`config.mk`:
```
export PLATFORM = sky130hd
export DESIGN_NAME = arp_address_cache
export DESIGN_NICKNAME = d
export VERILOG_FILES = /design/src/rtl/arpc_pkg.sv /design/src/rtl/arpc_cell.sv /design/src/rtl/arp_address_cache.sv
export SDC_FILE = /design/constraint.sdc
export NUM_CORES = 2
export LEC_CHECK = 0
export ABC_AREA = 1
export CAP_MARGIN = 5
export CORE_MARGIN = 4
export CORE_UTILIZATION = 38
export CTS_BUF_LIST = sky130_fd_sc_hd__clkbuf_16
export CTS_CLUSTER_DIAMETER = 40
export DETAILED_ROUTE_END_ITERATION = 10
export DONT_BUFFER_PORTS = 1
export PLACE_DENSITY = 0.63
export SKIP_CTS_REPAIR_TIMING = 1
export SYNTH_ARGS = -nofsm -noshare
export SYNTH_HDL_FRONTEND = slang
export SYNTH_SLANG_ARGS = --single-unit
```
`constraint.sdc`:
```
create_clock -name clk -period 7.92 [get_ports clk]
set_clock_uncertainty 0.15 [all_clocks]
set_input_delay 0 -clock clk [delete_from_list [all_inputs] [get_ports clk]]
set_output_delay 0 -clock clk [all_outputs]
set_load 0.01 [all_outputs]
```
`src/rtl/arpc_pkg.sv`:
```
// ----------------------------------------------------------------------------
// arpc_pkg
// Shared constants and types for the ARP address cache cell chain.
// ----------------------------------------------------------------------------
package arpc_pkg;

  localparam int unsigned ENTRIES_DEF = 8;

  localparam logic [10:0] ARP_MIN_LEN     = 11'd28;
  localparam logic [15:0] ARP_HW_ETHERNET = 16'h0001;
  localparam logic [15:0] ARP_PROTO_IPV4  = 16'h0800;
  localparam logic [15:0] ARP_OP_REQUEST  = 16'h0001;

  localparam logic ACT_PACKET = 1'b0;
  localparam logic ACT_LOOKUP = 1'b1;

  localparam logic CFG_LOCAL_IP  = 1'b0;
  localparam logic CFG_LOCAL_MAC = 1'b1;

  // search token walking down the cell chain
  typedef struct packed {
    logic        vld;
    logic        is_lookup;
    logic        done;
    logic [31:0] ip;
    logic [47:0] mac;
  } tok_t;

  // direct write into a cell
  typedef struct packed {
    logic        en;
    logic [31:0] ip;
    logic [47:0] mac;
  } wr_t;

endpackage

```
`src/rtl/arpc_cell.sv`:
```
// ----------------------------------------------------------------------------
// arpc_cell
// One cache entry: holds ip, mac and valid, updates itself from the passing
// token and hands the token on to the next cell through a register.
// ----------------------------------------------------------------------------
module arpc_cell
  import arpc_pkg::*;
(
  input  logic clk,
  input  logic rst_n,
  input  tok_t tok_in,
  input  wr_t  wr_in,
  output tok_t tok_out
);

  logic        valid_r;
  logic [31:0] ip_r;
  logic [47:0] mac_r;
  tok_t        tok_r;

  logic ip_eq;
  logic store_here;
  logic hit_here;
  tok_t tok_nxt;

  assign ip_eq      = (ip_r == tok_in.ip);
  assign store_here = tok_in.vld && !tok_in.is_lookup && !tok_in.done &&
                      (!valid_r || ip_eq);
  assign hit_here   = tok_in.vld && tok_in.is_lookup && !tok_in.done &&
                      valid_r && ip_eq;

  always_comb begin
    tok_nxt = tok_in;
    if (store_here) begin
      tok_nxt.done = 1'b1;
    end
    if (hit_here) begin
      tok_nxt.done = 1'b1;
      tok_nxt.mac  = mac_r;
    end
  end

  always_ff @(posedge clk) begin
    tok_r.is_lookup <= tok_nxt.is_lookup;
    tok_r.done      <= tok_nxt.done;
    tok_r.ip        <= tok_nxt.ip;
    tok_r.mac       <= tok_nxt.mac;
    if (wr_in.en) begin
      ip_r  <= wr_in.ip;
      mac_r <= wr_in.mac;
    end else if (store_here) begin
      ip_r  <= tok_in.ip;
      mac_r <= tok_in.mac;
    end
    if (!rst_n) begin
      valid_r   <= 1'b0;
      tok_r.vld <= 1'b0;
    end else begin
      tok_r.vld <= tok_nxt.vld;
      if (store_here || wr_in.en) begin
        valid_r <= 1'b1;
      end
    end
  end

  assign tok_out = tok_r;

endmodule

```
`src/rtl/arp_address_cache.sv`:
```
// ----------------------------------------------------------------------------
// arp_address_cache
// ARP cache with responder: checks received packets, learns sender
// addresses into a chain of entry cells, answers requests for the local ip
// and resolves lookup queries.
// path: a beat's token walks the cell chain one entry per cycle into the
// pending reg, then moves on to the output reg; drops go straight to the
// pending reg. A new beat is taken only once the last result has left the
// pending reg for the output reg; in_stall is high until then.
// reset: synchronous active-low rst_n clears all entry valid marks at once,
// local_ip resets to 0
// ----------------------------------------------------------------------------
module arp_address_cache
  import arpc_pkg::*;
#(
  parameter int unsigned ENTRIES = ENTRIES_DEF
) (
  input  logic        clk,
  input  logic        rst_n,

  input  logic        cfg_valid,
  output logic        cfg_ready,
  input  logic        cfg_index,
  input  logic [47:0] cfg_data,

  input  logic        in_valid,
  output logic        in_stall,
  input  logic        in_action,
  input  logic [10:0] in_packet_length,
  input  logic [15:0] in_hardware_type,
  input  logic [15:0] in_protocol_type,
  input  logic [15:0] in_opcode,
  input  logic [47:0] in_sender_mac,
  input  logic [31:0] in_sender_ip,
  input  logic [31:0] in_target_ip,
  input  logic [31:0] in_query_ip,

  output logic        out_valid,
  input  logic        out_stall,
  output logic        out_packet_dropped,
  output logic        out_reply_valid,
  output logic [47:0] out_reply_target_mac,
  output logic [31:0] out_reply_target_ip,
  output logic        out_lookup_hit,
  output logic [47:0] out_found_mac
);

  logic [31:0] local_ip_r;

  logic        busy_r, busy_nxt;
  logic        pend_valid_r, pend_valid_nxt;
  logic        out_valid_r, out_valid_nxt;

  logic        reply_r;
  logic [47:0] reply_mac_r;
  logic [31:0] reply_ip_r;

  logic        pend_drop_r, pend_reply_r, pend_hit_r;
  logic [47:0] pend_rmac_r, pend_found_r;
  logic [31:0] pend_rip_r;

  logic        o_drop_r, o_reply_r, o_hit_r;
  logic [47:0] o_rmac_r, o_found_r;
  logic [31:0] o_rip_r;

  logic in_accept;
  logic drop_c;
  logic move_c;
  tok_t tok [ENTRIES+1];
  wr_t  wr0;
  tok_t tok_end;

  assign cfg_ready = 1'b1;

  always_ff @(posedge clk) begin
    if (!rst_n) begin
      local_ip_r <= '0;
    end else if (cfg_valid && cfg_index == CFG_LOCAL_IP) begin
      local_ip_r <= cfg_data[31:0];
    end
  end

  assign in_stall  = busy_r;
  assign in_accept = in_valid && !busy_r;
  assign drop_c    = (in_action == ACT_PACKET) &&
                     ((in_packet_length < ARP_MIN_LEN) ||
                      (in_hardware_type != ARP_HW_ETHERNET) ||
                      (in_protocol_type != ARP_PROTO_IPV4));

  always_comb begin
    tok[0].vld       = in_accept && !drop_c;
    tok[0].is_lookup = (in_action == ACT_LOOKUP);
    tok[0].done      = 1'b0;
    tok[0].ip        = (in_action == ACT_LOOKUP) ? in_query_ip : in_sender_ip;
    tok[0].mac       = (in_action == ACT_LOOKUP) ? '0 : in_sender_mac;
  end

  assign tok_end = tok[ENTRIES];

  // table full: entry 0 takes the address once the token leaves unclaimed
  always_comb begin
    wr0.en  = tok_end.vld && !tok_end.is_lookup && !tok_end.done;
    wr0.ip  = tok_end.ip;
    wr0.mac = tok_end.mac;
  end

  for (genvar g = 0; g < ENTRIES; g++) begin : g_cell
    arpc_cell u_cell (
      .clk     (clk),
      .rst_n   (rst_n),
      .tok_in  (tok[g]),
      .wr_in   ((g == 0) ? wr0 : wr_t'('0)),
      .tok_out (tok[g+1])
    );
  end

  always_ff @(posedge clk) begin
    if (in_accept) begin
      reply_r     <= (in_action == ACT_PACKET) && !drop_c &&
                     (in_opcode == ARP_OP_REQUEST) && (in_target_ip == local_ip_r);
      reply_mac_r <= in_sender_mac;
      reply_ip_r  <= in_sender_ip;
    end
  end

  assign move_c = pend_valid_r && (!out_valid_r || !out_stall);

  always_comb begin
    busy_nxt       = busy_r;
    pend_valid_nxt = pend_valid_r;
    out_valid_nxt  = out_valid_r;
    if (out_valid_r && !out_stall) begin
      out_valid_nxt = 1'b0;
    end
    if (move_c) begin
      pend_valid_nxt = 1'b0;
      out_valid_nxt  = 1'b1;
      busy_nxt       = 1'b0;
    end
    if (in_accept) begin
      busy_nxt = 1'b1;
    end
    if ((in_accept && drop_c) || tok_end.vld) begin
      pend_valid_nxt = 1'b1;
    end
  end

  always_ff @(posedge clk) begin
    if (!rst_n) begin
      busy_r       <= 1'b0;
      pend_valid_r <= 1'b0;
      out_valid_r  <= 1'b0;
    end else begin
      busy_r       <= busy_nxt;
      pend_valid_r <= pend_valid_nxt;
      out_valid_r  <= out_valid_nxt;
    end
  end

  always_ff @(posedge clk) begin
    if (in_accept && drop_c) begin
      pend_drop_r  <= 1'b1;
      pend_reply_r <= 1'b0;
      pend_rmac_r  <= '0;
      pend_rip_r   <= '0;
      pend_hit_r   <= 1'b0;
      pend_found_r <= '0;
    end else if (tok_end.vld) begin
      pend_drop_r  <= 1'b0;
      pend_reply_r <= reply_r;
      pend_rmac_r  <= reply_r ? reply_mac_r : '0;
      pend_rip_r   <= reply_r ? reply_ip_r : '0;
      pend_hit_r   <= tok_end.is_lookup && tok_end.done;
      pend_found_r <= tok_end.is_lookup ? tok_end.mac : '0;
    end
    if (move_c) begin
      o_drop_r  <= pend_drop_r;
      o_reply_r <= pend_reply_r;
      o_rmac_r  <= pend_rmac_r;
      o_rip_r   <= pend_rip_r;
      o_hit_r   <= pend_hit_r;
      o_found_r <= pend_found_r;
    end
  end

  assign out_valid            = out_valid_r;
  assign out_packet_dropped   = o_drop_r;
  assign out_reply_valid      = o_reply_r;
  assign out_reply_target_mac = o_rmac_r;
  assign out_reply_target_ip  = o_rip_r;
  assign out_lookup_hit       = o_hit_r;
  assign out_found_mac        = o_found_r;

endmodule

```
==> flow_metrics.tcl <==
set metrics [dict create \
    dieArea_sq_um 156000 \
    drv_slew 0 \
    cp_common_cell "dlygate4sd3_1" \
    final_layout_size_suffix_gt1_share_pct 7.45 \
    cts-root-buf "clkbuf_16" \
    ys_seq_elements 1690 \
    ir_drop_mv 0.203 \
    antenna_found_initial 11 \
    vias_per_cell 4.66 \
    r2r-start "g_cell[0].u_cell.tok_out[56]" \
    min_period_ns 4.85 \
    cts_buffers 192 \
    multi_input_area_sq_um 11500 \
    wl_per_cell_um 18.0 \
    antenna_left 0 \
    power_mw 19.2 \
    critical-path-top-delay-family "buffers and inverters" \
    synth_nets 5220 \
    cts_tree "yes" \
    place_congestion 0.812 \
    htreeDepth 4 \
    fillCellCount 13000 \
    start_kind "input pin" \
    synthCells 4962 \
    yosysWarnings 0 \
    port_buffers 0 \
    critPathBufInv 6 \
    drt-pass1-iter-count 5 \
    vias 35200 \
    final-setup-viol-count 0 \
    cts.sinks 1690 \
    synth_area_per_cell_sq_um 11.5 \
    num_rows 141 \
    synth_cell_types 45 \
    cts_buffer_depth 3 \
    final_util_pct 46.7 \
    seq_area_sq_um 42400 \
    timing.slew.headroom_pct 30.8 \
    crit_required_ns 8.52 \
    netlist_area_sq_um 57000 \
    ios 392 \
    die_y_um 395 \
    p_per_area_nw_per_um2 276 \
    violations "negative hold slack" \
    grt_max_degree 98 \
    finalCritPeriodShare_pct 61.2 \
    nets 5630 \
    rsz0062_at_grt "no" \
    crit_chain "dlygate4sd3_1 > nor4_1 > dlygate4sd3_1 > nand2_1 > dlygate4sd3_1 > nor2_1 > dlygate4sd3_1 > nand2_1 > nor2_1 > nor2_1 > nand2_4 > buf_4 > nand2_1 > inv_1" \
    fp.dieW_um 395 \
    end_kind "flip-flop" \
    cp_slowest_cell "buf_4" \
    critPathMaxStageDelay_ns 0.85 \
    run_status "complete, but fails checks" \
    hp-start "in_hardware_type[8]" \
    hold_slack_ns -0.00350 \
    drv_cap 0 \
    cp-startpoint "in_protocol_type[6]" \
    arrival_ns 5.44 \
    worstSetupPathType "input pin to flip-flop" \
    grt_pass1_wl_um 195000 \
    setup_tns_ns 0 \
    dpl.hpwl_um 82800 \
    syn2layout_area_growth_pct 21.6 \
    path_max_fanout 84 \
    core_sq_um 148000 \
    hold_viol_final 1 \
    hold_path.class "input pin to flip-flop" \
    cts.clk_slew.worst_paths_ns 0.06 \
    grt_use_total_pct 16.2 \
    max_freq_ghz 0.206 \
    drc 0 \
    clock_latency_ns 0.81 \
    start_util_pct 38.4 \
    drt_iter0_drc 2555 \
    wirelength_um 136000 \
    overflow 0 \
    grt_pass1_vias 32000 \
    worstMarginPinSlew_ns 1.04 \
    synth-seq-area-share_pct 74.3 \
    p_leak_nw 29.0 \
]
==> final timing paths <==
kind	to	slack [ns]	cells after the start
max	pend_rip_r[12]	3.07	14
min	g_cell[0].u_cell.tok_out[82]	-0.003	9
max reg2reg	g_cell[1].u_cell.ip_r[0]	3.80	9
min reg2reg	g_cell[3].u_cell.tok_out[60]	0.20	0
==> final cells by class <==
class / instances / area share, %
multi-input combinational: 2443 / 16.6
sequential: 1690 / 61.1
inverter: 647 / 3.53
clock buffer: 195 / 7.04
tap: 2002 / 3.61
timing repair buffer: 398 / 5.68
clock inverter: 170 / 2.42
antenna: 3 / 0.0108
==> routing by layer <==
| metal | global-route usage, % | vias up | share of wire [%] |
|---|---|---|---|
| li1 | - | 17000 | - |
| met1 | 22.1 | 16700 | 44 |
| met2 | 25.7 | 1206 | 47 |
| met3 | 3.43 | 230 | 6.7 |
| met4 | 6.09 | 2 | 2.7 |
| met5 | 0 | - | 0.012 |
==> metrics by stage <==
step | hold slack (ns) | cell area [sq um] | setup WS [ns] | instances
after floorplan | -0.122 | 57000 | 1.30 | 4962
after global placement | -0.102 | 59000 | 3.79 | 6813
after detailed placement | -0.103 | 59000 | 3.70 | 6813
after CTS | -0.980 | 65600 | 3.69 | 7178
after global routing | 0.0295 | 69300 | 2.75 | 7546
final | -0.00350 | 69300 | 3.07 | 7548
==> cell usage in the layout (no fill, tap or decap), types with 4 or more instances in the layout <==
cell              n
a21oi_1          66
a221oi_1          4
a22o_1            5
a31oi_1          32
buf_4            31
bufinv_16        18
clkbuf_16       195
clkinv_1         33
clkinv_16         8
clkinv_2         31
clkinv_4         13
clkinv_8          4
clkinvlp_4       10
dfxtp_1         836
dlygate4sd3_1   365
edfxtp_1        852
inv_1           670
inv_4             4
inv_6            12
inv_8            11
nand2_1        1182
nand2_4           6
nand3_1         213
nand3b_1         29
nand4_1          31
nor2_1          195
nor3_1           33
nor4_1           15
o211ai_1          5
o21a_1            5
o21ai_0         379
o21ai_1           9
o21ai_2          10
o22ai_1          21
or2_2            41
xnor2_1         103
xor2_1           35
==> Yosys cell counts, drive strengths merged <==
cell     count  area share, %
conb         1         0.0066
clkinv       1         0.0066
a221oi       4          0.061
o211ai       5          0.066
nand3      217            1.9
a211oi       3          0.040
nor3        33           0.29
o2111ai      1          0.015
nand2     1191            7.9
or4          1          0.013
a21oi       66           0.58
nor4        15           0.16
and3         1          0.011
dfxtp      838             29
o21ai      398            3.6
edfxtp     852             45
xor2        35           0.54
xnor2      103            1.6
a22oi        2          0.026
nand4       31           0.34
or2         41           0.45
nand3b      29           0.38
nor2       200            1.3
o21a         5          0.066
clkbuf     134           0.88
a22o         5          0.077
o22ai       21           0.23
a31oi       32           0.35
a21o         2          0.026
buf         48           0.51
nor4b        1          0.015
inv        646            4.3
==> flip-flops by register name (all words and copies together), names as in the netlist, 8 cells and up <==
register / flops
pend_rip_r: 32
g_cell.u_cell.ip_r: 256
pend_rmac_r: 48
out_reply_target_ip: 32
out_reply_target_mac: 48
local_ip_r: 32
out_found_mac: 48
g_cell.u_cell.valid_r: 8
g_cell.u_cell.mac_r: 384
reply_ip_r: 32
pend_found_r: 48
g_cell.u_cell.tok_out: 664
reply_mac_r: 48
==> power by group <==
part,total [mW],switching [mW],internal [mW]
registers,9.71,0.227,9.49
clock network,8.86,3.69,5.17
logic,0.585,0.316,0.268
total,19.2,4.23,14.9
==> worst reg2reg max path, cell delays in order (launching register included) <==
cell	delay, ns
dfxtp_1	0.40
xnor2_1	0.13
o21ai_0	0.13
nor4_1	0.47
nand2_1	0.17
nor2_4	0.10
buf_4	0.51
o21ai_0	0.29
clkinv_2	0.74
buf_4	0.60
==> kinds of logic (layout without fill, tap and decap cells) <==
logic type      after synthesis  in the layout  synth area share (%)
xor+xnor                    138            138                  2.12
compound gates              544            544                  5.10
flops                      1690           1690                  74.3
other cells                   1              4               0.00658
buf+inv                     829           1410                  5.66
simple gates               1760           1760                  12.8
Note: power is estimated with default switching activity, not from simulation.
